$ cat src/bwg_pkg.sv
// shared widths, register codes and structs of the waypoint generator
package bwg_pkg;

	localparam int DATA_W     = 16;  // coordinate and height width
	localparam int GRID_W     = 12;
	localparam int LANE_W     = 8;
	localparam int MASK_W     = 64;
	localparam int NUM_W      = 6;   // waypoint number
	localparam int MAG_W      = DATA_W + 1;       // magnitude of a coordinate
	localparam int SNAP_W     = DATA_W + 2;       // snapped edge, may pass 16 bits
	localparam int STEP_W     = GRID_W + LANE_W;  // row pitch
	localparam int YACC_W     = STEP_W + 2;       // row position accumulator
	localparam int CFG_IDX_W  = 2;
	localparam int MAX_LANES_DEF = 32;

	localparam logic [GRID_W-1:0] GRID_RST   = GRID_W'(100);
	localparam logic [LANE_W-1:0] LANE_RST   = LANE_W'(1);
	localparam logic [DATA_W-1:0] HEIGHT_RST = DATA_W'(4);
	localparam logic [GRID_W-1:0] GRID_MIN   = GRID_W'(2);

	typedef enum logic [CFG_IDX_W-1:0] {
		REG_GRID_CELL     = 2'd0,
		REG_LANE_COUNT    = 2'd1,
		REG_CRUISE_HEIGHT = 2'd2,
		REG_LAND_MASK     = 2'd3
	} cfg_reg_t;

	typedef struct packed {
		logic [GRID_W-1:0]        grid_cell;
		logic [LANE_W-1:0]        lane_count;
		logic signed [DATA_W-1:0] cruise_height;
		logic [MASK_W-1:0]        landing_mask;
	} cfg_t;

	// request to the remainder unit
	typedef struct packed {
		logic                     start;
		logic                     round_up;
		logic signed [DATA_W-1:0] operand;
	} rem_req_t;

	typedef struct packed {
		logic                     done;
		logic signed [SNAP_W-1:0] value;
	} rem_rsp_t;

endpackage

$ cat src/bwg_if.sv
// trigger and waypoint channel interfaces
interface bwg_trig_if;
	import bwg_pkg::*;

	logic                     valid;
	logic                     ready;
	logic signed [DATA_W-1:0] area_x_low;
	logic signed [DATA_W-1:0] area_x_high;
	logic signed [DATA_W-1:0] area_y_low;
	logic signed [DATA_W-1:0] area_y_high;

	modport source(output valid, area_x_low, area_x_high, area_y_low, area_y_high,
		input ready);
	modport sink(input valid, area_x_low, area_x_high, area_y_low, area_y_high,
		output ready);
endinterface

interface bwg_wp_if;
	import bwg_pkg::*;

	logic                     valid;
	logic                     ready;
	logic [NUM_W-1:0]         waypoint_number;
	logic signed [DATA_W-1:0] point_x;
	logic signed [DATA_W-1:0] point_y;
	logic signed [DATA_W-1:0] point_z;
	logic                     reverse_heading;
	logic                     land_flag;
	logic                     last;

	modport source(output valid, waypoint_number, point_x, point_y, point_z,
		reverse_heading, land_flag, last, input ready);
	modport sink(input valid, waypoint_number, point_x, point_y, point_z,
		reverse_heading, land_flag, last, output ready);
endinterface

$ cat src/bwg_rem_unit.sv
// bit-serial remainder unit that snaps one edge to the grid
module bwg_rem_unit (
	input  logic                          clk,
	input  logic                          arst_n,
	input  bwg_pkg::rem_req_t             req,
	input  logic [bwg_pkg::GRID_W-1:0]    grid_cell,
	output bwg_pkg::rem_rsp_t             rsp
);
	import bwg_pkg::*;

	localparam int CNT_W = $clog2(MAG_W);

	logic                     run_q;
	logic                     fin_q;
	logic                     done_q;
	logic [CNT_W-1:0]         cnt_q;
	logic [MAG_W-1:0]         mag_q;
	logic [GRID_W-1:0]        rem_q;
	logic signed [DATA_W-1:0] a_q;
	logic                     up_q;
	logic signed [SNAP_W-1:0] res_q;

	logic signed [MAG_W-1:0]  a_ext;
	logic [GRID_W:0]          rem_try;
	logic [GRID_W:0]          grid_ext;
	logic [GRID_W-1:0]        rem_nxt;
	logic signed [SNAP_W-1:0] rem_s;
	logic signed [SNAP_W-1:0] dg;
	logic signed [SNAP_W-1:0] delta;
	logic                     rem_zero;

	assign a_ext    = {req.operand[DATA_W-1], req.operand};
	assign grid_ext = {1'b0, grid_cell};
	assign rem_try  = {rem_q, mag_q[MAG_W-1]};

	// restoring step: one compare and subtract per bit
	always_comb begin
		if (rem_try >= grid_ext) begin
			rem_nxt = GRID_W'(rem_try - grid_ext);
		end else begin
			rem_nxt = rem_try[GRID_W-1:0];
		end
	end

	// inward snap from the magnitude remainder
	always_comb begin
		rem_zero = (rem_q == '0);
		rem_s    = $signed({{(SNAP_W-GRID_W){1'b0}}, rem_q});
		dg       = $signed({{(SNAP_W-GRID_W){1'b0}}, grid_cell}) - rem_s;
		if (!a_q[DATA_W-1]) begin
			delta = (up_q && !rem_zero) ? dg : -rem_s;
		end else begin
			delta = (!up_q && !rem_zero) ? -dg : rem_s;
		end
	end

	always_ff @(posedge clk or negedge arst_n) begin
		if (!arst_n) begin
			run_q  <= 1'b0;
			fin_q  <= 1'b0;
			done_q <= 1'b0;
			cnt_q  <= '0;
		end else begin
			done_q <= fin_q;
			fin_q  <= 1'b0;
			if (req.start) begin
				run_q <= 1'b1;
				cnt_q <= '0;
			end else if (run_q) begin
				cnt_q <= cnt_q + CNT_W'(1);
				if (cnt_q == CNT_W'(MAG_W-1)) begin
					run_q <= 1'b0;
					fin_q <= 1'b1;
				end
			end
		end
	end

	always_ff @(posedge clk) begin
		if (req.start) begin
			a_q   <= req.operand;
			up_q  <= req.round_up;
			rem_q <= '0;
			mag_q <= req.operand[DATA_W-1] ? MAG_W'(-a_ext) : MAG_W'(a_ext);
		end else if (run_q) begin
			rem_q <= rem_nxt;
			mag_q <= {mag_q[MAG_W-2:0], 1'b0};
		end
		if (fin_q) begin
			res_q <= $signed({{(SNAP_W-DATA_W){a_q[DATA_W-1]}}, a_q}) + delta;
		end
	end

	assign rsp.done  = done_q;
	assign rsp.value = res_q;

endmodule

$ cat src/bwg_ctrl.sv
// sequencer: snaps each edge, then walks the rows and emits waypoints
module bwg_ctrl #(
	parameter int MAX_LANES = bwg_pkg::MAX_LANES_DEF
) (
	input  logic              clk,
	input  logic              arst_n,
	input  bwg_pkg::cfg_t     cfg,
	bwg_trig_if.sink          trig,
	bwg_wp_if.source          wp,
	output bwg_pkg::rem_req_t rem_req,
	input  bwg_pkg::rem_rsp_t rem_rsp
);
	import bwg_pkg::*;

	localparam int ROW_W = $clog2(MAX_LANES + 1);

	typedef enum logic [4:0] {
		S_IDLE  = 5'b00001,
		S_STEP  = 5'b00010,
		S_SNAP  = 5'b00100,
		S_CHECK = 5'b01000,
		S_EMIT  = 5'b10000
	} state_t;

	state_t                   state_q;
	logic                     generated_q;
	logic [1:0]               side_q;
	logic signed [DATA_W-1:0] area_q [4];
	logic signed [SNAP_W-1:0] snap_q [4];
	logic [STEP_W-1:0]        step_q;
	logic signed [YACC_W-1:0] y_q;
	logic [ROW_W-1:0]         row_q;
	logic                     k_q;
	logic [NUM_W-1:0]         num_q;

	logic [1:0]               side_sel;
	logic [LANE_W-1:0]        lane_eff;
	logic signed [YACC_W-1:0] y_next;
	logic signed [YACC_W-1:0] yb_ext;
	logic                     last_row;
	logic                     wp_take;
	logic                     trig_take;

	assign trig.ready = (state_q == S_IDLE);
	assign trig_take  = trig.valid && trig.ready;
	assign wp_take    = wp.valid && wp.ready;
	assign lane_eff   = (cfg.lane_count == '0) ? LANE_W'(1) : cfg.lane_count;

	// edges in order: x low, x high, y low, y high; low edges round up
	assign side_sel         = (state_q == S_STEP) ? 2'd0 : side_q + 2'd1;
	assign rem_req.start    = (state_q == S_STEP) ||
		((state_q == S_SNAP) && rem_rsp.done && (side_q != 2'd3));
	assign rem_req.round_up = ~side_sel[0];
	assign rem_req.operand  = area_q[side_sel];

	assign y_next   = y_q + $signed({{(YACC_W-STEP_W){1'b0}}, step_q});
	assign yb_ext   = {{(YACC_W-SNAP_W){snap_q[3][SNAP_W-1]}}, snap_q[3]};
	assign last_row = (row_q == ROW_W'(MAX_LANES-1)) || (y_next > yb_ext);

	assign wp.valid           = (state_q == S_EMIT);
	assign wp.waypoint_number = num_q;
	assign wp.point_x         = (k_q ^ row_q[0]) ? snap_q[1][DATA_W-1:0] :
		snap_q[0][DATA_W-1:0];
	assign wp.point_y         = y_q[DATA_W-1:0];
	assign wp.point_z         = cfg.cruise_height;
	assign wp.reverse_heading = row_q[0];
	assign wp.land_flag       = cfg.landing_mask[num_q];
	assign wp.last            = k_q && last_row;

	always_ff @(posedge clk or negedge arst_n) begin
		if (!arst_n) begin
			state_q     <= S_IDLE;
			generated_q <= 1'b0;
			side_q      <= '0;
			row_q       <= '0;
			k_q         <= 1'b0;
			num_q       <= '0;
		end else begin
			case (state_q)
				S_IDLE: begin
					// later triggers and a bad grid cell are dropped
					if (trig_take && !generated_q && (cfg.grid_cell >= GRID_MIN)) begin
						state_q <= S_STEP;
					end
				end
				S_STEP: begin
					side_q  <= '0;
					state_q <= S_SNAP;
				end
				S_SNAP: begin
					if (rem_rsp.done) begin
						if (side_q == 2'd3) begin
							state_q <= S_CHECK;
						end else begin
							side_q <= side_q + 2'd1;
						end
					end
				end
				S_CHECK: begin
					row_q <= '0;
					k_q   <= 1'b0;
					num_q <= '0;
					if ((snap_q[1] <= snap_q[0]) || (snap_q[3] <= snap_q[2])) begin
						state_q <= S_IDLE;
					end else begin
						state_q <= S_EMIT;
					end
				end
				S_EMIT: begin
					if (wp_take) begin
						num_q <= num_q + NUM_W'(1);
						k_q   <= ~k_q;
						if (wp.last) begin
							generated_q <= 1'b1;
							state_q     <= S_IDLE;
						end else if (k_q) begin
							row_q <= row_q + ROW_W'(1);
						end
					end
				end
				default: begin
					state_q <= S_IDLE;
				end
			endcase
		end
	end

	always_ff @(posedge clk) begin
		if (trig_take) begin
			area_q[0] <= trig.area_x_low;
			area_q[1] <= trig.area_x_high;
			area_q[2] <= trig.area_y_low;
			area_q[3] <= trig.area_y_high;
		end
		if (state_q == S_STEP) begin
			step_q <= STEP_W'(cfg.grid_cell) * STEP_W'(lane_eff);
		end
		if ((state_q == S_SNAP) && rem_rsp.done) begin
			snap_q[side_q] <= rem_rsp.value;
		end
		if (state_q == S_CHECK) begin
			y_q <= {{(YACC_W-SNAP_W){snap_q[2][SNAP_W-1]}}, snap_q[2]};
		end else if ((state_q == S_EMIT) && wp_take && k_q) begin
			y_q <= y_next;
		end
	end

endmodule

$ cat src/boustrophedon_waypoint_generator_unit.sv
// top level of the boustrophedon waypoint generator
// One trigger item carries a rectangle in centimetres. The block snaps the
// lower edges up and the upper edges down to the grid cell, then emits two
// waypoints per row, rows spaced by grid_cell times the lane count (zero means
// one), alternating direction, at most MAX_LANES rows. Only the first trigger
// after reset that yields waypoints has an effect; a grid cell below two, an
// empty snapped area or any trigger after that is taken and dropped. The
// snap of each edge runs in turn through one bit-serial remainder unit (a
// load, 17 compare-subtract steps and a result step), after a start state
// and before a state that checks the snapped area; after that one waypoint
// leaves per cycle while the sink is ready, 2 to 64 waypoints in all. The
// trigger side is not ready from acceptance of a trigger that starts a snap
// until the block is idle again, after the last waypoint or an empty area.
// Configuration registers are written by index through cfg_we / cfg_index /
// cfg_data and must only change while the block is idle.
module boustrophedon_waypoint_generator_unit #(
	parameter int MAX_LANES = bwg_pkg::MAX_LANES_DEF
) (
	input  logic                            clk,
	input  logic                            arst_n,
	input  logic                            cfg_we,
	input  logic [bwg_pkg::CFG_IDX_W-1:0]   cfg_index,
	input  logic [bwg_pkg::MASK_W-1:0]      cfg_data,
	bwg_trig_if.sink                        trig,
	bwg_wp_if.source                        wp
);
	import bwg_pkg::*;

	// configuration registers
	logic [GRID_W-1:0]        grid_cell_q;
	logic [LANE_W-1:0]        lane_count_q;
	logic signed [DATA_W-1:0] cruise_height_q;
	logic [MASK_W-1:0]        landing_mask_q;

	cfg_t     cfg;
	rem_req_t rem_req;
	rem_rsp_t rem_rsp;

	always_ff @(posedge clk or negedge arst_n) begin
		if (!arst_n) begin
			grid_cell_q     <= GRID_RST;
			lane_count_q    <= LANE_RST;
			cruise_height_q <= HEIGHT_RST;
			landing_mask_q  <= '0;
		end else if (cfg_we) begin
			case (cfg_reg_t'(cfg_index))
				REG_GRID_CELL:     grid_cell_q     <= cfg_data[GRID_W-1:0];
				REG_LANE_COUNT:    lane_count_q    <= cfg_data[LANE_W-1:0];
				REG_CRUISE_HEIGHT: cruise_height_q <= cfg_data[DATA_W-1:0];
				REG_LAND_MASK:     landing_mask_q  <= cfg_data;
				default: begin
				end
			endcase
		end
	end

	assign cfg.grid_cell     = grid_cell_q;
	assign cfg.lane_count    = lane_count_q;
	assign cfg.cruise_height = cruise_height_q;
	assign cfg.landing_mask  = landing_mask_q;

	// sequencer: edge snapping, empty check, row walk and waypoint output
	bwg_ctrl #(
		.MAX_LANES(MAX_LANES)
	) u_ctrl (
		.clk    (clk),
		.arst_n (arst_n),
		.cfg    (cfg),
		.trig   (trig),
		.wp     (wp),
		.rem_req(rem_req),
		.rem_rsp(rem_rsp)
	);

	// shared divider, one edge at a time
	bwg_rem_unit u_rem (
		.clk      (clk),
		.arst_n   (arst_n),
		.req      (rem_req),
		.grid_cell(grid_cell_q),
		.rsp      (rem_rsp)
	);

endmodule

$ cat src/flat_wrapper.sv
// flat-port wrapper written by rule: the top's interface ports become plain ports
module boustrophedon_waypoint_generator_unit_flat import bwg_pkg::*;
#(
	parameter int MAX_LANES = bwg_pkg::MAX_LANES_DEF
)
  (clk, arst_n, cfg_we, cfg_index, cfg_data, trig_valid, trig_area_x_low, trig_area_x_high, trig_area_y_low, trig_area_y_high, trig_ready, wp_valid, wp_waypoint_number, wp_point_x, wp_point_y, wp_point_z, wp_reverse_heading, wp_land_flag, wp_last, wp_ready);
  bwg_trig_if trig_i ();
  bwg_wp_if wp_i ();
  input  logic clk;
  input  logic arst_n;
  input  logic cfg_we;
  input  logic [bwg_pkg::CFG_IDX_W-1:0] cfg_index;
  input  logic [bwg_pkg::MASK_W-1:0] cfg_data;
  input wire logic [$bits(trig_i.valid)-1:0] trig_valid;
  input wire logic [$bits(trig_i.area_x_low)-1:0] trig_area_x_low;
  input wire logic [$bits(trig_i.area_x_high)-1:0] trig_area_x_high;
  input wire logic [$bits(trig_i.area_y_low)-1:0] trig_area_y_low;
  input wire logic [$bits(trig_i.area_y_high)-1:0] trig_area_y_high;
  output wire logic [$bits(trig_i.ready)-1:0] trig_ready;
  output wire logic [$bits(wp_i.valid)-1:0] wp_valid;
  output wire logic [$bits(wp_i.waypoint_number)-1:0] wp_waypoint_number;
  output wire logic [$bits(wp_i.point_x)-1:0] wp_point_x;
  output wire logic [$bits(wp_i.point_y)-1:0] wp_point_y;
  output wire logic [$bits(wp_i.point_z)-1:0] wp_point_z;
  output wire logic [$bits(wp_i.reverse_heading)-1:0] wp_reverse_heading;
  output wire logic [$bits(wp_i.land_flag)-1:0] wp_land_flag;
  output wire logic [$bits(wp_i.last)-1:0] wp_last;
  input wire logic [$bits(wp_i.ready)-1:0] wp_ready;
  assign trig_i.valid = trig_valid;
  assign trig_i.area_x_low = trig_area_x_low;
  assign trig_i.area_x_high = trig_area_x_high;
  assign trig_i.area_y_low = trig_area_y_low;
  assign trig_i.area_y_high = trig_area_y_high;
  assign trig_ready = trig_i.ready;
  assign wp_valid = wp_i.valid;
  assign wp_waypoint_number = wp_i.waypoint_number;
  assign wp_point_x = wp_i.point_x;
  assign wp_point_y = wp_i.point_y;
  assign wp_point_z = wp_i.point_z;
  assign wp_reverse_heading = wp_i.reverse_heading;
  assign wp_land_flag = wp_i.land_flag;
  assign wp_last = wp_i.last;
  assign wp_i.ready = wp_ready;
  boustrophedon_waypoint_generator_unit #(.MAX_LANES(MAX_LANES)) u_core (.clk(clk), .arst_n(arst_n), .cfg_we(cfg_we), .cfg_index(cfg_index), .cfg_data(cfg_data), .trig(trig_i), .wp(wp_i));
endmodule
$ cat config.mk
export PLATFORM = sky130hd
export DESIGN_NAME = boustrophedon_waypoint_generator_unit_flat
export DESIGN_NICKNAME = d
export VERILOG_FILES = /design/src/bwg_pkg.sv /design/src/bwg_if.sv /design/src/bwg_rem_unit.sv /design/src/bwg_ctrl.sv /design/src/boustrophedon_waypoint_generator_unit.sv /design/src/flat_wrapper.sv
export SDC_FILE = /design/constraint.sdc
export NUM_CORES = 1
export LEC_CHECK = 0
export BUFFER_PORTS_ARGS = -buffer_cell sky130_fd_sc_hd__buf_4
export CAP_MARGIN = 20
export CORE_MARGIN = 5
export CORE_UTILIZATION = 55
export CTS_CLUSTER_SIZE = 30
export DETAILED_ROUTE_END_ITERATION = 10
export GPL_ROUTABILITY_DRIVEN = 0
export GPL_TIMING_DRIVEN = 0
export PLACE_DENSITY = 0.74
export SLEW_MARGIN = 20
export SYNTH_ARGS = -nofsm -noshare
export SYNTH_HDL_FRONTEND = slang
export SYNTH_SLANG_ARGS = --single-unit
$ cat constraint.sdc
create_clock -name clk -period 9 [get_ports clk]
set_input_delay 1.8 -clock clk [delete_from_list [all_inputs] [get_ports clk]]
set_output_delay 1.8 -clock clk [all_outputs]
set_load 0.01 [all_outputs]
; ---- Yosys cells after proc, flatten, opt, wreduce, memory -nomap -nowiden
; Memory sizes are Yosys's and may differ from the RTL's.
; Cells that the tools add are included.
[classes]
order_cmp = 6
add_sub_neg = 11
muxes = 44
mul = 1
n_eq_ne = 20
n_bitwise = 3
reduce_logical = 33
div_mod_pow = 0
shifts = 0
[ops]
columns = cell, n
row1 = $mux 18, 3
row2 = $mux 17, 3
row3 = $mux 22, 2
row4 = $mux 5, 8
row5 = $le 18x18->1, 2
row6 = $pmux 5 s5, 1
row7 = $mux 6, 4
row8 = $pmux 6 s2, 2
row9 = $add 22x21->22, 1
row10 = $gt 22x18->1, 1
row11 = $mul 12x8->20, 1
row12 = $add 16x18->18, 1
row13 = $neg 12->18, 1
row14 = $neg 13->18, 1
row15 = $neg 16->17, 1
row16 = $mux 16, 1
row17 = $ge 13x12->1, 1
row18 = $sub 12x12->13, 1
row19 = $add 6x1->6 const B, 2
row20 = $ge 12x2->1 const B, 1
row21 = $logic_not 12->1, 1
row22 = $mux 1, 12
row23 = $mux 12, 1
row24 = $ne 2x2->1 const B, 6
row25 = other kinds (30), 60
[word_totals]
romBits = 0
inputBits = 135
wordCells = 141
memories = 2
out_inout_bits = 59
ramBits = 136
register_bits = 235
latch_bits = 0
[mem_list]
columns = memory, words, width, read_ports, rd_ports_with_merged_regs, wr, line_no
row1 = u_core.u_ctrl.snap_q, 4, 18, 4, 0, 1, bwg_ctrl.sv:29  ; logic signed [SNAP_W-1:0] snap_q [4];
row2 = u_core.u_ctrl.area_q, 4, 16, 1, 0, 4, bwg_ctrl.sv:28  ; logic signed [DATA_W-1:0] area_q [4];

; ---- Longest topological paths before layout
; Gate-level depths: netlist (run 1).
[logic_depth]
depth_word = 7
ltp_mapped = 21
ltp_nobuf = 21

; ---- Cells and area by module
; Synthesis (run 1) repeated with hierarchy kept, for this count alone.
[unflattened]
cells_unflattened = 2062
hier_area_um2 = 22907.0
[by_module_without_submodules]
columns = module, area_per_inst_um2, seq_area_each_um2, cells_per_inst, n_inst
row1 = bwg_ctrl, 13531.7, 5871.9, 1221, 1
row2 = bwg_rem_unit, 5659.2, 2001.9, 629, 1
row3 = boustrophedon_waypoint_generator_unit, 3716.1, 2508.7, 212, 1

; ---- Worst setup path after synthesis (run 1)
; OpenSTA, ideal clock, no wires.
[synth_path]
kind = reg2out
from = reg u_core.u_ctrl.y_q[1]
to = out wp_last
setup_slack_ns = 3.526
t_arrival_ns = 3.674
path_buffers = 0
t_required_ns = 7.200
stages_incl_launch_ff = 18
path_cell_list = edfxtp_1 -> ha_1 -> a211oi_1 -> o21a_1 -> o21ai_0 -> a31o_2 -> a211oi_1 -> a21boi_1 -> a21oi_1 -> xnor2_1 -> ha_1 -> a21o_1 -> a21o_1 -> a221oi_1 -> o211ai_1 -> xnor2_1 -> a21o_1 -> and2_1
[synth_via]
elab_chain_cells = 4
[synth_rtl]
columns = item, line_no
row1 = from (decl), bwg_ctrl.sv:31  ; logic signed [YACC_W-1:0] y_q;
row2 = from (signal assigned), bwg_ctrl.sv:142  ; y_q <= {{(YACC_W-SNAP_W){snap_q[2][SNAP_W-1]}}, snap_q[2]};
row3 = from (signal assigned), bwg_ctrl.sv:144  ; y_q <= y_next;
row4 = $add 22x21->22, bwg_ctrl.sv:56  ; assign y_next = y_q + $signed({{(YACC_W-STEP_W){1'b0}}, step_q});
row5 = $gt 22x18->1, bwg_ctrl.sv:58  ; assign last_row = (row_q == ROW_W'(MAX_LANES-1)) || (y_next > yb_ext);
row6 = $logic_or 1x1->1, bwg_ctrl.sv:58
row7 = $logic_and 1x1->1, bwg_ctrl.sv:68  ; assign wp.last = k_q && last_row;
row8 = to (decl), flat_wrapper.sv:27  ; output wire logic [$bits(wp_i.last)-1:0] wp_last;
; Every way passes these cells.

; ---- Final worst setup path (run 1)
; Ends and elaborated chain as after synthesis.

==> out/results.ini, run 1 <==
[outcome]
status=finished, final reports clean

[grt]
grt_pass1_vias=17015
grt_antenna_before_repair=0
grt_pass1_wl_um=90260
grt_start_max_net_pins=68
grtUsageTotal_pct=24.14
grt-ovfl-total=0

[logic_synthesis]
syn_inst=2047
avgSynthCellArea_um2=11.19
synth_edf_count=230
synth_top_cell_by_area=edfxtp_1
synth_nets=2416
async_flop_share_pct=34.77
yosysSeqAreaShare_pct=45.33
synth_commonest_cells=230 x edfxtp_1, 186 x inv_1, 170 x ha_1, 149 x nand2_1, 123 x dfrtp_1
yosys.area.top_type_share_pct=30.15
synth.most_common_cell=edfxtp_1
synth_cell_type_count=95
synth_seq_cells=371
synth_area_mm2=0.02291
synthTopCellsByArea=edfxtp_1 30%, dfrtp_1 13%, ha_1 9.3%
yosys_warnings=0
synthFlopType=edfxtp_1

[clocking]
hold_buffers=0
clkSlewWorstSetupHoldPaths_ns=0.06
cts.repair.resized=0
cts_tree=built
clock-root-buffer=clkbuf_16
cts_max_level=2
postCtsSetupBuffers=0
clock_sinks=371
cts_buffers=39
clkLatencyLatePin_ns=0.58
clock_path_buffers=3

[place]
dp_cells=2774
post-place-ws_ns=2.574
placed_area_mm2=0.02509
port_buffers=193
dp_hpwl_um=43110

[timing]
final_hold_viol_count=0
worst_pin_slew_ns=1.027
slew_viol_final=0
finalCritPeriodShare_pct=79.22
clock_skew_ns=0.03542
rsz0062_at_grt=no
maxSlewHeadroom_pct=31.36
timing.fmax_mhz=140.3
setup_slack_ns=1.871
tns_ns=0
setup_viol=0
period_minus_slack_ns=7.129

[worst_setup_path]
path_class=reg2out
critPathRequiredTime_ns=7.20
cp-start-kind=flip-flop
cp_max_fo=3
arrival_ns=5.33
end_kind=output port

[layout]
final_util_pct=64.55
final-seq-area_mm2=0.01038
syn_to_final_growth_pct=15.60
multiInputGateArea_mm2=0.01143
drive_above_1_share_pct=20.16
antenna-diode-count=0
fin_cells=2844
stdcell_area_mm2=0.02648
n_fill_cell=3169
layout.nets=2652

[floorplan]
fp.dieH_um=214.1
floorplan.rows=74
pin_count=194
start_util_pct=55.84
die_w_um=214.1
core_area_mm2=0.04102
die_area_mm2=0.04583

[pwr]
ir_worst_vdd_uv=198.3
leakagePower_nw=11.46
power.density_mw_per_mm2=309.9

[route]
via_per_inst=5.854
drt_wl_total_um=56540
ant_nets=0
drc_errors=0
via_count=16649
firstDrtPassIters=5
wire_per_inst_um=19.88
drt_iter0_drc=1503

[job]
maxCapViolations=0

[min_path]
holdCritPathClass=reg2reg

area by class of cell:
cell class | instances | share of cell area, %
repair buffers | 195 | 5.708
well taps | 532 | 2.514
clock buffers | 58 | 4.376
plain buffers | 80 | 1.465
clock inverters | 12 | 0.8789
inverters | 188 | 2.670
flip-flops and latches | 371 | 39.21
multi-input cells | 1408 | 43.18
path summary, 6_finish.rpt:
kind | startpoint | end | slack (ns) | depth (start not counted)
worst max-delay path | u_core.u_ctrl.y_q[1] | wp_last | 1.87 | 18
worst min-delay path | u_core.landing_mask_q[20] | u_core.landing_mask_q[20] | 0.50 | 1
worst max register to register | u_core.u_rem.rem_q[0] | u_core.u_rem.res_q[16] | 3.33 | 19
worst min register to register | u_core.landing_mask_q[20] | u_core.landing_mask_q[20] | 0.50 | 1
max in group asynchronous | arst_n | u_core.u_ctrl.state_q[0] | 7.04 | 2
min in group asynchronous | arst_n | u_core.landing_mask_q[46] | 1.18 | 1
cells by family (layout without fill, tap and decap cells):
group / count (synthesis) / count (layout) / synth area share [%]
and+or+nand+nor: 521 / 521 / 11.46
AOI/OAI and AO/OA: 408 / 408 / 11.66
DFF: 371 / 371 / 45.33
buffers and inverters: 268 / 533 / 4.774
adders and majority gates: 234 / 234 / 14.88
muxes: 145 / 145 / 8.073
xor gates and xnor gates: 100 / 100 / 3.824
power by group:
part / total (W) / internal [W] / switching [W]
logic: 0.00395 / 0.00173 / 0.00222
clock network: 0.00173 / 0.00107 / 0.000668
registers: 0.00252 / 0.00229 / 0.000239
total: 0.00821 / 0.00508 / 0.00313
sequential cells by signal, summed over array words and instances, names as in the netlist, 16 cells and up:
signal	flops
u_core.cruise_height_q	16
u_core.landing_mask_q	64
u_core.u_ctrl.area_q	64
u_core.u_ctrl.snap_q	72
u_core.u_ctrl.step_q	20
u_core.u_ctrl.y_q	22
u_core.u_rem.a_q	16
u_core.u_rem.mag_q	17
u_core.u_rem.res_q	18
through the flow:
step,hold slack [ns],total power [W]
after floorplan,0.4283,0.005450
after global placement,0.4825,0.006304
after detailed placement,0.4900,0.006450
after CTS,0.5032,0.008216
after global routing,0.5102,0.008790
final,0.5018,0.008206
worst max-delay path: stages, from the launching register on:
cell and delay [ns]:
edfxtp_1 0.50, ha_1 0.36, a211oi_1 0.30, o21a_1 0.20, o21ai_0 0.17, a31o_2 0.33, a211oi_1 0.35, a21boi_1 0.17
a41oi_1 0.36, xnor2_1 0.13, ha_1 0.34, nand4_1 0.16, nor2_1 0.21, nand4_1 0.16, o211ai_1 0.23, xnor2_1 0.20
a21o_1 0.18, and2_1 0.25, buf_4 0.17
placed cells by master (no fill, tap or decap), types with 37 or more instances in the layout:
| master | netlist | final |
|---|---|---|
| inv_1 | 186 | 186 |
| dfrtp_1 | 123 | 123 |
| nor2_1 | 116 | 116 |
| fa_1 | 64 | 64 |
| nand2_1 | 149 | 149 |
| clkbuf_16 | 0 | 40 |
| nand3_1 | 40 | 40 |
| xnor2_1 | 72 | 72 |
| a21oi_1 | 102 | 102 |
| and2_1 | 77 | 76 |
| buf_4 | 17 | 209 |
| a21o_1 | 37 | 37 |
| nor3_1 | 40 | 40 |
| edfxtp_1 | 230 | 230 |
| clkbuf_1 | 49 | 57 |
| mux2_2 | 108 | 108 |
| ha_1 | 170 | 170 |
| o21ai_0 | 111 | 111 |
layer usage:
layer / global-route usage, % / vias up / share of wire [%] / wire [um]
li1: - / 7801 / - / -
met1: 32.00 / 8195 / 42 / 23780
met2: 41.52 / 554 / 49 / 27940
met3: 4.207 / 99 / 6.1 / 3473
met4: 6.399 / 0 / 2.4 / 1350
met5: 0 / - / 0 / 0
(Power assumes the default switching activity.)
==> run 2: changes to the inputs <==
--- a/config.mk
+++ b/config.mk
@@ -5,6 +5,7 @@
 export SDC_FILE = /design/constraint.sdc
 export NUM_CORES = 1
 export LEC_CHECK = 0
+export ABC_AREA = 1
 export BUFFER_PORTS_ARGS = -buffer_cell sky130_fd_sc_hd__buf_4
 export CAP_MARGIN = 20
 export CORE_MARGIN = 5
@@ -13,7 +14,7 @@
 export DETAILED_ROUTE_END_ITERATION = 10
 export GPL_ROUTABILITY_DRIVEN = 0
 export GPL_TIMING_DRIVEN = 0
-export PLACE_DENSITY = 0.74
+export PLACE_DENSITY = 0.77
 export SLEW_MARGIN = 20
 export SYNTH_ARGS = -nofsm -noshare
 export SYNTH_HDL_FRONTEND = slang
==> constraint.sdc (replaced) <==
create_clock -name clk -period 6.4 [get_ports clk]
set_input_delay 1.28 -clock clk [delete_from_list [all_inputs] [get_ports clk]]
set_output_delay 1.28 -clock clk [all_outputs]
set_load 0.01 [all_outputs]
==> out/results.ini, run 2 <==
[grt]
grt_antenna_before_repair=0
grt_pass1_wl_um=95650
grt_start_max_net_pins=68
grt-ovfl-total=0
grt_pass1_vias=19090
grtUsageTotal_pct=24.76

[layout]
final_cell_mix=574 x nand2_1, 391 x inv_1, 230 x edfxtp_1, 210 x buf_4, 201 x o21ai_0
final_util_pct=64.01
largest_register_ffs=72
syn_to_final_growth_pct=15.64
drive_above_1_share_pct=14.35
top_regs=u_core.u_ctrl.snap_q x72, u_core.landing_mask_q x64, u_core.u_ctrl.area_q x64
n_fill_cell=3413
mostFrequentLayoutCell=nand2_1
regMostFlops=u_core.u_ctrl.snap_q
antenna-diode-count=0
layout.nets=3273
stdcell_area_mm2=0.02745

[route]
via_count=19462
drc_errors=0
ant_nets=0
firstDrtPassIters=6
wire_per_inst_um=16.92
via_per_inst=5.532
drt_iter0_drc=1464
drt_wl_total_um=59520

[clocking]
cts_tree=built
clkLatencyLatePin_ns=0.55
cts.repair.resized=0
clock-root-buffer=clkbuf_16
clkSlewWorstSetupHoldPaths_ns=0.06
clock_path_buffers=3
clock_sinks=371
postCtsSetupBuffers=0
hold_buffers=0
cts_max_level=2
cts_buffers=39

[floorplan]
core_area_mm2=0.04289
pin_count=194
die_w_um=217.8
floorplan.rows=76
start_util_pct=55.35
die_area_mm2=0.04742
fp.dieH_um=217.8

[logic_synthesis]
synth_area_mm2=0.02374
avgSynthCellArea_um2=8.914
synth.most_common_cell=nand2_1
yosysSeqAreaShare_pct=43.74
synth_seq_cells=371
synth_cell_type_count=58
syn_inst=2663
synthFlopType=edfxtp_1
synthTopCellsByArea=edfxtp_1 29%, dfrtp_1 13%, nand2_1 9.1%
synth_commonest_cells=574 x nand2_1, 391 x inv_1, 230 x edfxtp_1, 202 x o21ai_0, 187 x nor2_1
synth_nets=3032
synth_edf_count=230
synth_top_cell_by_area=edfxtp_1
yosys.area.top_type_share_pct=29.09
async_flop_share_pct=34.77
yosys_warnings=0

[timing]
timing.fmax_mhz=179.6
final_hold_viol_count=0
maxSlewHeadroom_pct=35.19
slew_viol_final=0
rsz0062_at_grt=no
finalCritPeriodShare_pct=86.99
period_minus_slack_ns=5.567
setup_viol=0
tns_ns=0
clock_skew_ns=0.01297
worst_pin_slew_ns=0.9649

[worst_setup_path]
end_kind=output port
path_class=reg2out
slowest_delay_ns=0.46
path_cells=ha_1 > inv_1 > fa_1 > o21ai_0 > a21oi_1 > o21bai_1 > xor2_1 > ha_1 > nand2_1 > nor2_1 > nand2_1 > nor2_1 > nand2_1 > nand3_1 > nand2_1 > nand3_1 > nand2_1 > nand2_1 > inv_1 > buf_4
rr_worst_depth=20
cp_max_fo=4
r2r-end=u_core.u_ctrl.step_q[14]
arrival_ns=4.29
critPathRequiredTime_ns=5.12
cp-start-kind=flip-flop
cp_slowest_cell=fa_1
r2r_slack_ns=1.16
r2r-start=u_core.lane_count_q[5]
crit_top_cell=nand2_1

[pwr]
ir_worst_vdd_uv=216.5
power.density_mw_per_mm2=252.9
leakagePower_nw=13.24

[min_path]
hold_depth=2
holdCritPathClass=reg2reg
min_to=u_core.u_ctrl.generated_q
hp-start=u_core.u_ctrl.generated_q

[place]
dp_hpwl_um=46540
placed_area_mm2=0.02608
port_buffers=193

[outcome]
status=finished, final reports clean

[job]
maxCapViolations=0

-- run 2: cell count changes after synthesis, moves of 21 or more --
cell	previous run	this run
nand3_1	40	129
a21oi_1	102	130
mux4_2	21	0
mux2_2	108	48
nand2_1	149	574
inv_1	186	391
o21ai_0	111	202
and2_1	77	1
xor2_1	28	62
a21o_1	37	8
nor2_1	116	187
xnor2_1	72	21
-- run 2: power by group --
group | internal (W) | leakage (nW) | total, W | switching, W
Sequential | 0.00273 | 3.76 | 0.00282 | 0.0000885
Clock | 0.00148 | 0.671 | 0.00243 | 0.000948
Combinational | 0.000687 | 8.81 | 0.00170 | 0.00101
-- run 2: logic make-up (layout without fill, tap and decap cells) --
logic type / count (synthesis) / after routing / share of synthesized area (%)
and+or+nand+nor: 1017 / 1017 / 18.63
buffers and inverters: 496 / 766 / 8.396
xor gates and xnor gates: 83 / 83 / 3.062
AOI/OAI and AO/OA: 414 / 414 / 9.540
adders and majority gates: 234 / 234 / 14.36
muxes: 48 / 48 / 2.277
DFF: 371 / 371 / 43.74
-- run 2: area by class of cell --
class / instances / area [um2] / area share [%]
Multi-Input combinational cell: 1796 / 11390 / 41.48
Sequential cell: 371 / 10380 / 37.82
Timing Repair Buffer: 200 / 1584 / 5.770
Inverter: 403 / 1515 / 5.520
Clock buffer: 42 / 1018 / 3.710
Tap cell: 585 / 732.0 / 2.666
Buffer: 93 / 479.2 / 1.746
Clock inverter: 28 / 352.8 / 1.285
-- run 2: routing by layer --
layer  up-vias  global-route usage, %  wire length, um
met3       160                  3.818             4591
li1       9270                      -                -
met1      9199                  33.43            24410
met5         -                      0                0
met4         0                  8.541             2168
met2       833                  41.20            28350
-- run 2: worst max-delay path: cells and delay by family, from the launching register on --
kind | cells | cell delay [ns]
xor gates and xnor gates | 1 | 0.31
adders and majority gates | 3 | 1.00
buffers and inverters | 3 | 0.36
AOI/OAI and AO/OA | 3 | 0.79
DFF | 1 | 0.41
and+or+nand+nor | 10 | 0.87
-- run 2: through the flow --
| step | cells | hold WS (ns) | setup WS, ns | power [W] |
|---|---|---|---|---|
| after detailed placement | 3448 | 0.4518 | 1.229 | 0.004544 |
| after global placement | 3441 | 0.4455 | 0.1341 | 0.004486 |
| final | 3518 | 0.4672 | 0.8329 | 0.006941 |
| after floorplan | 2663 | 0.4274 | 1.511 | 0.004042 |
| after global routing | 3518 | 0.5139 | 0.5440 | 0.007332 |
| after CTS | 3518 | 0.4738 | 0.8518 | 0.006977 |
-- run 2: how the worst max path moves through the flow --
| stage | start | endpoint | slack, ns |
|---|---|---|---|
| after floorplan | trig_valid | u_core.u_ctrl.state_q[4] | 1.51 |
| after global placement | trig_valid | u_core.u_ctrl.state_q[4] | 0.13 |
| after detailed placement | u_core.lane_count_q[5] | u_core.u_ctrl.step_q[14] | 1.23 |
| after CTS | u_core.u_ctrl.y_q[0] | wp_last | 0.85 |
| after global routing | u_core.u_ctrl.y_q[2] | wp_last | 0.54 |
| final | u_core.u_ctrl.y_q[0] | wp_last | 0.83 |
==> run 3: changes to the inputs <==
==> constraint.sdc (replaced) <==
create_clock -name clk -period 4.55 [get_ports clk]
set_input_delay 0.91 -clock clk [delete_from_list [all_inputs] [get_ports clk]]
set_output_delay 0.91 -clock clk [all_outputs]
set_load 0.01 [all_outputs]
==> out/results.ini, run 3 (same netlist as run 2, synthesis figures left out) <==
[clocking]
clock_path_buffers=3
clock-root-buffer=clkbuf_16
hold_buffers=0
clock_sinks=371
clkLatencyLatePin_ns=0.57
cts_max_level=2
cts_buffers=39
cts_tree=built
clkSlewWorstSetupHoldPaths_ns=0.07

[timing]
finalCritPeriodShare_pct=104.6
rsz0062_at_grt=yes
slew_viol_final=0
clock_skew_ns=0.02494
worst_pin_slew_ns=0.9253
final_hold_viol_count=0
maxSlewHeadroom_pct=38.25
period_minus_slack_ns=4.761
whs_ns=0.2828
setup_viol=3
timing.fmax_mhz=210.0
setup_slack_ns=-0.2111

[worst_setup_path]
slowest_delay_ns=0.47
path_class=reg2out
end_kind=output port
cp_max_fo=4
cp_slowest_cell=edfxtp_1
crit_top_cell=nand2_1
critPathRequiredTime_ns=3.64
arrival_ns=3.85
path_cells=ha_4 > nand2_2 > inv_1 > a21boi_1 > o21ai_1 > a21oi_2 > o21bai_1 > xor2_1 > buf_4 > ha_1 > nand2_1 > nor2_1 > nand2_1 > nor2_2 > nand2_1 > nand3_1 > nand2_1 > nand3_2 > nand2_2 > nand2_2 > inv_2 > buf_4
path_delay_family=simple AND/OR/NAND/NOR gates
cp-start-kind=flip-flop
worstPathBufferInverterCount=4

[route]
firstDrtPassIters=8
drt_wl_total_um=64210
ant_nets=0
drt_iter0_drc=1746
via_per_inst=5.598
via_count=20034
wire_per_inst_um=17.94
drc_errors=0

[grt]
grt_start_max_net_pins=76
grt_antenna_before_repair=0
use_met2_pct=43.44
grt-ovfl-total=0
grtUsageTotal_pct=25.89
met3_usage_pct=3.721
grt_pass1_wl_um=100100
grt_use_met1_pct=34.39
grt_pass1_vias=19947
busiest_layer=met2

[floorplan]
floorplan.rows=76
fp.dieH_um=217.8
core_area_mm2=0.04289
die_area_mm2=0.04742
start_util_pct=55.35
die_w_um=217.8
pin_count=194

[min_path]
holdCritPathClass=in2async

[layout]
layout.nets=3335
final_cell_mix=550 x nand2_1, 381 x inv_1, 278 x buf_4, 230 x edfxtp_1, 185 x o21ai_0
drive_above_1_share_pct=22.01
syn_to_final_growth_pct=21.65
antenna-diode-count=0
regMostFlops=u_core.u_ctrl.snap_q
mostFrequentLayoutCell=nand2_1
largest_register_ffs=72
top_regs=u_core.u_ctrl.snap_q x72, u_core.landing_mask_q x64, u_core.u_ctrl.area_q x64
fin_cells=3579

[job]
maxCapViolations=0

[place]
port_buffers=193
dp_hpwl_um=47080
dp_cells=3449

[pwr]
ir_worst_vdd_uv=323.2
leakagePower_nw=13.67
power.density_mw_per_mm2=350.6

[outcome]
violations=setup timing
status=complete, but fails checks

run 3: where the power goes:
| part | total, W | internal (W) | switching (W) |
|---|---|---|---|
| clock network | 0.00318 | 0.00182 | 0.00135 |
| logic | 0.00295 | 0.00127 | 0.00168 |
| registers | 0.00399 | 0.00384 | 0.000152 |
| total | 0.0101 | 0.00694 | 0.00319 |
run 3: cell type report:
cell class,instances,area [um2]
tap,585,732.0
buffer,84,485.5
clock buffer,47,1047
clock inverter,22,220.2
sequential,371,10390
timing repair buffer,270,2128
inverter,403,1515
multi-input combinational,1797,12360
fill,3140,14010
run 3: what timing repair did:
item                       CTS  global route
gates cloned                 0             1
buffers inserted            24            45
resized for setup           86           155
pin swaps                   25            75
setup endpoints to repair   15            19
run 3: per-stage QoR:
stage	total power [W]	utilization, %	cell area (um2)	setup TNS [ns]	setup slack (ns)
after floorplan	0.005687	-	23740	0	0.01098
after global placement	0.006307	60.45	25920	-2.745	-0.4757
after detailed placement	0.006397	60.87	26100	-3.556	-0.5368
after CTS	0.009704	65.17	27950	-0.1286	-0.1286
after global routing	0.01064	67.34	28880	-1.081	-0.4268
final	0.01013	67.34	28880	-0.2218	-0.2111
run 3: final timing paths:
check / start / to / slack [ns] / cells past startpoint
max in group asynchronous: arst_n / u_core.grid_cell_q[5] / 3.50 / 2
min reg2reg: u_core.u_ctrl.generated_q / u_core.u_ctrl.generated_q / 0.49 / 2
max reg2reg: u_core.lane_count_q[6] / u_core.u_ctrl.step_q[15] / -0.01 / 20
min in group clk: u_core.u_ctrl.generated_q / u_core.u_ctrl.generated_q / 0.49 / 2
min: arst_n / u_core.u_ctrl.state_q[1] / 0.28 / 1
max: u_core.u_ctrl.step_q[7] / wp_last / -0.21 / 22
run 3: metal layers:
layer | wire length, um | vias to the layer above
li1 | - | 9383
met4 | 2582 | 0
met2 | 31240 | 958
met3 | 4828 | 194
met5 | 0 | -
met1 | 25550 | 9499
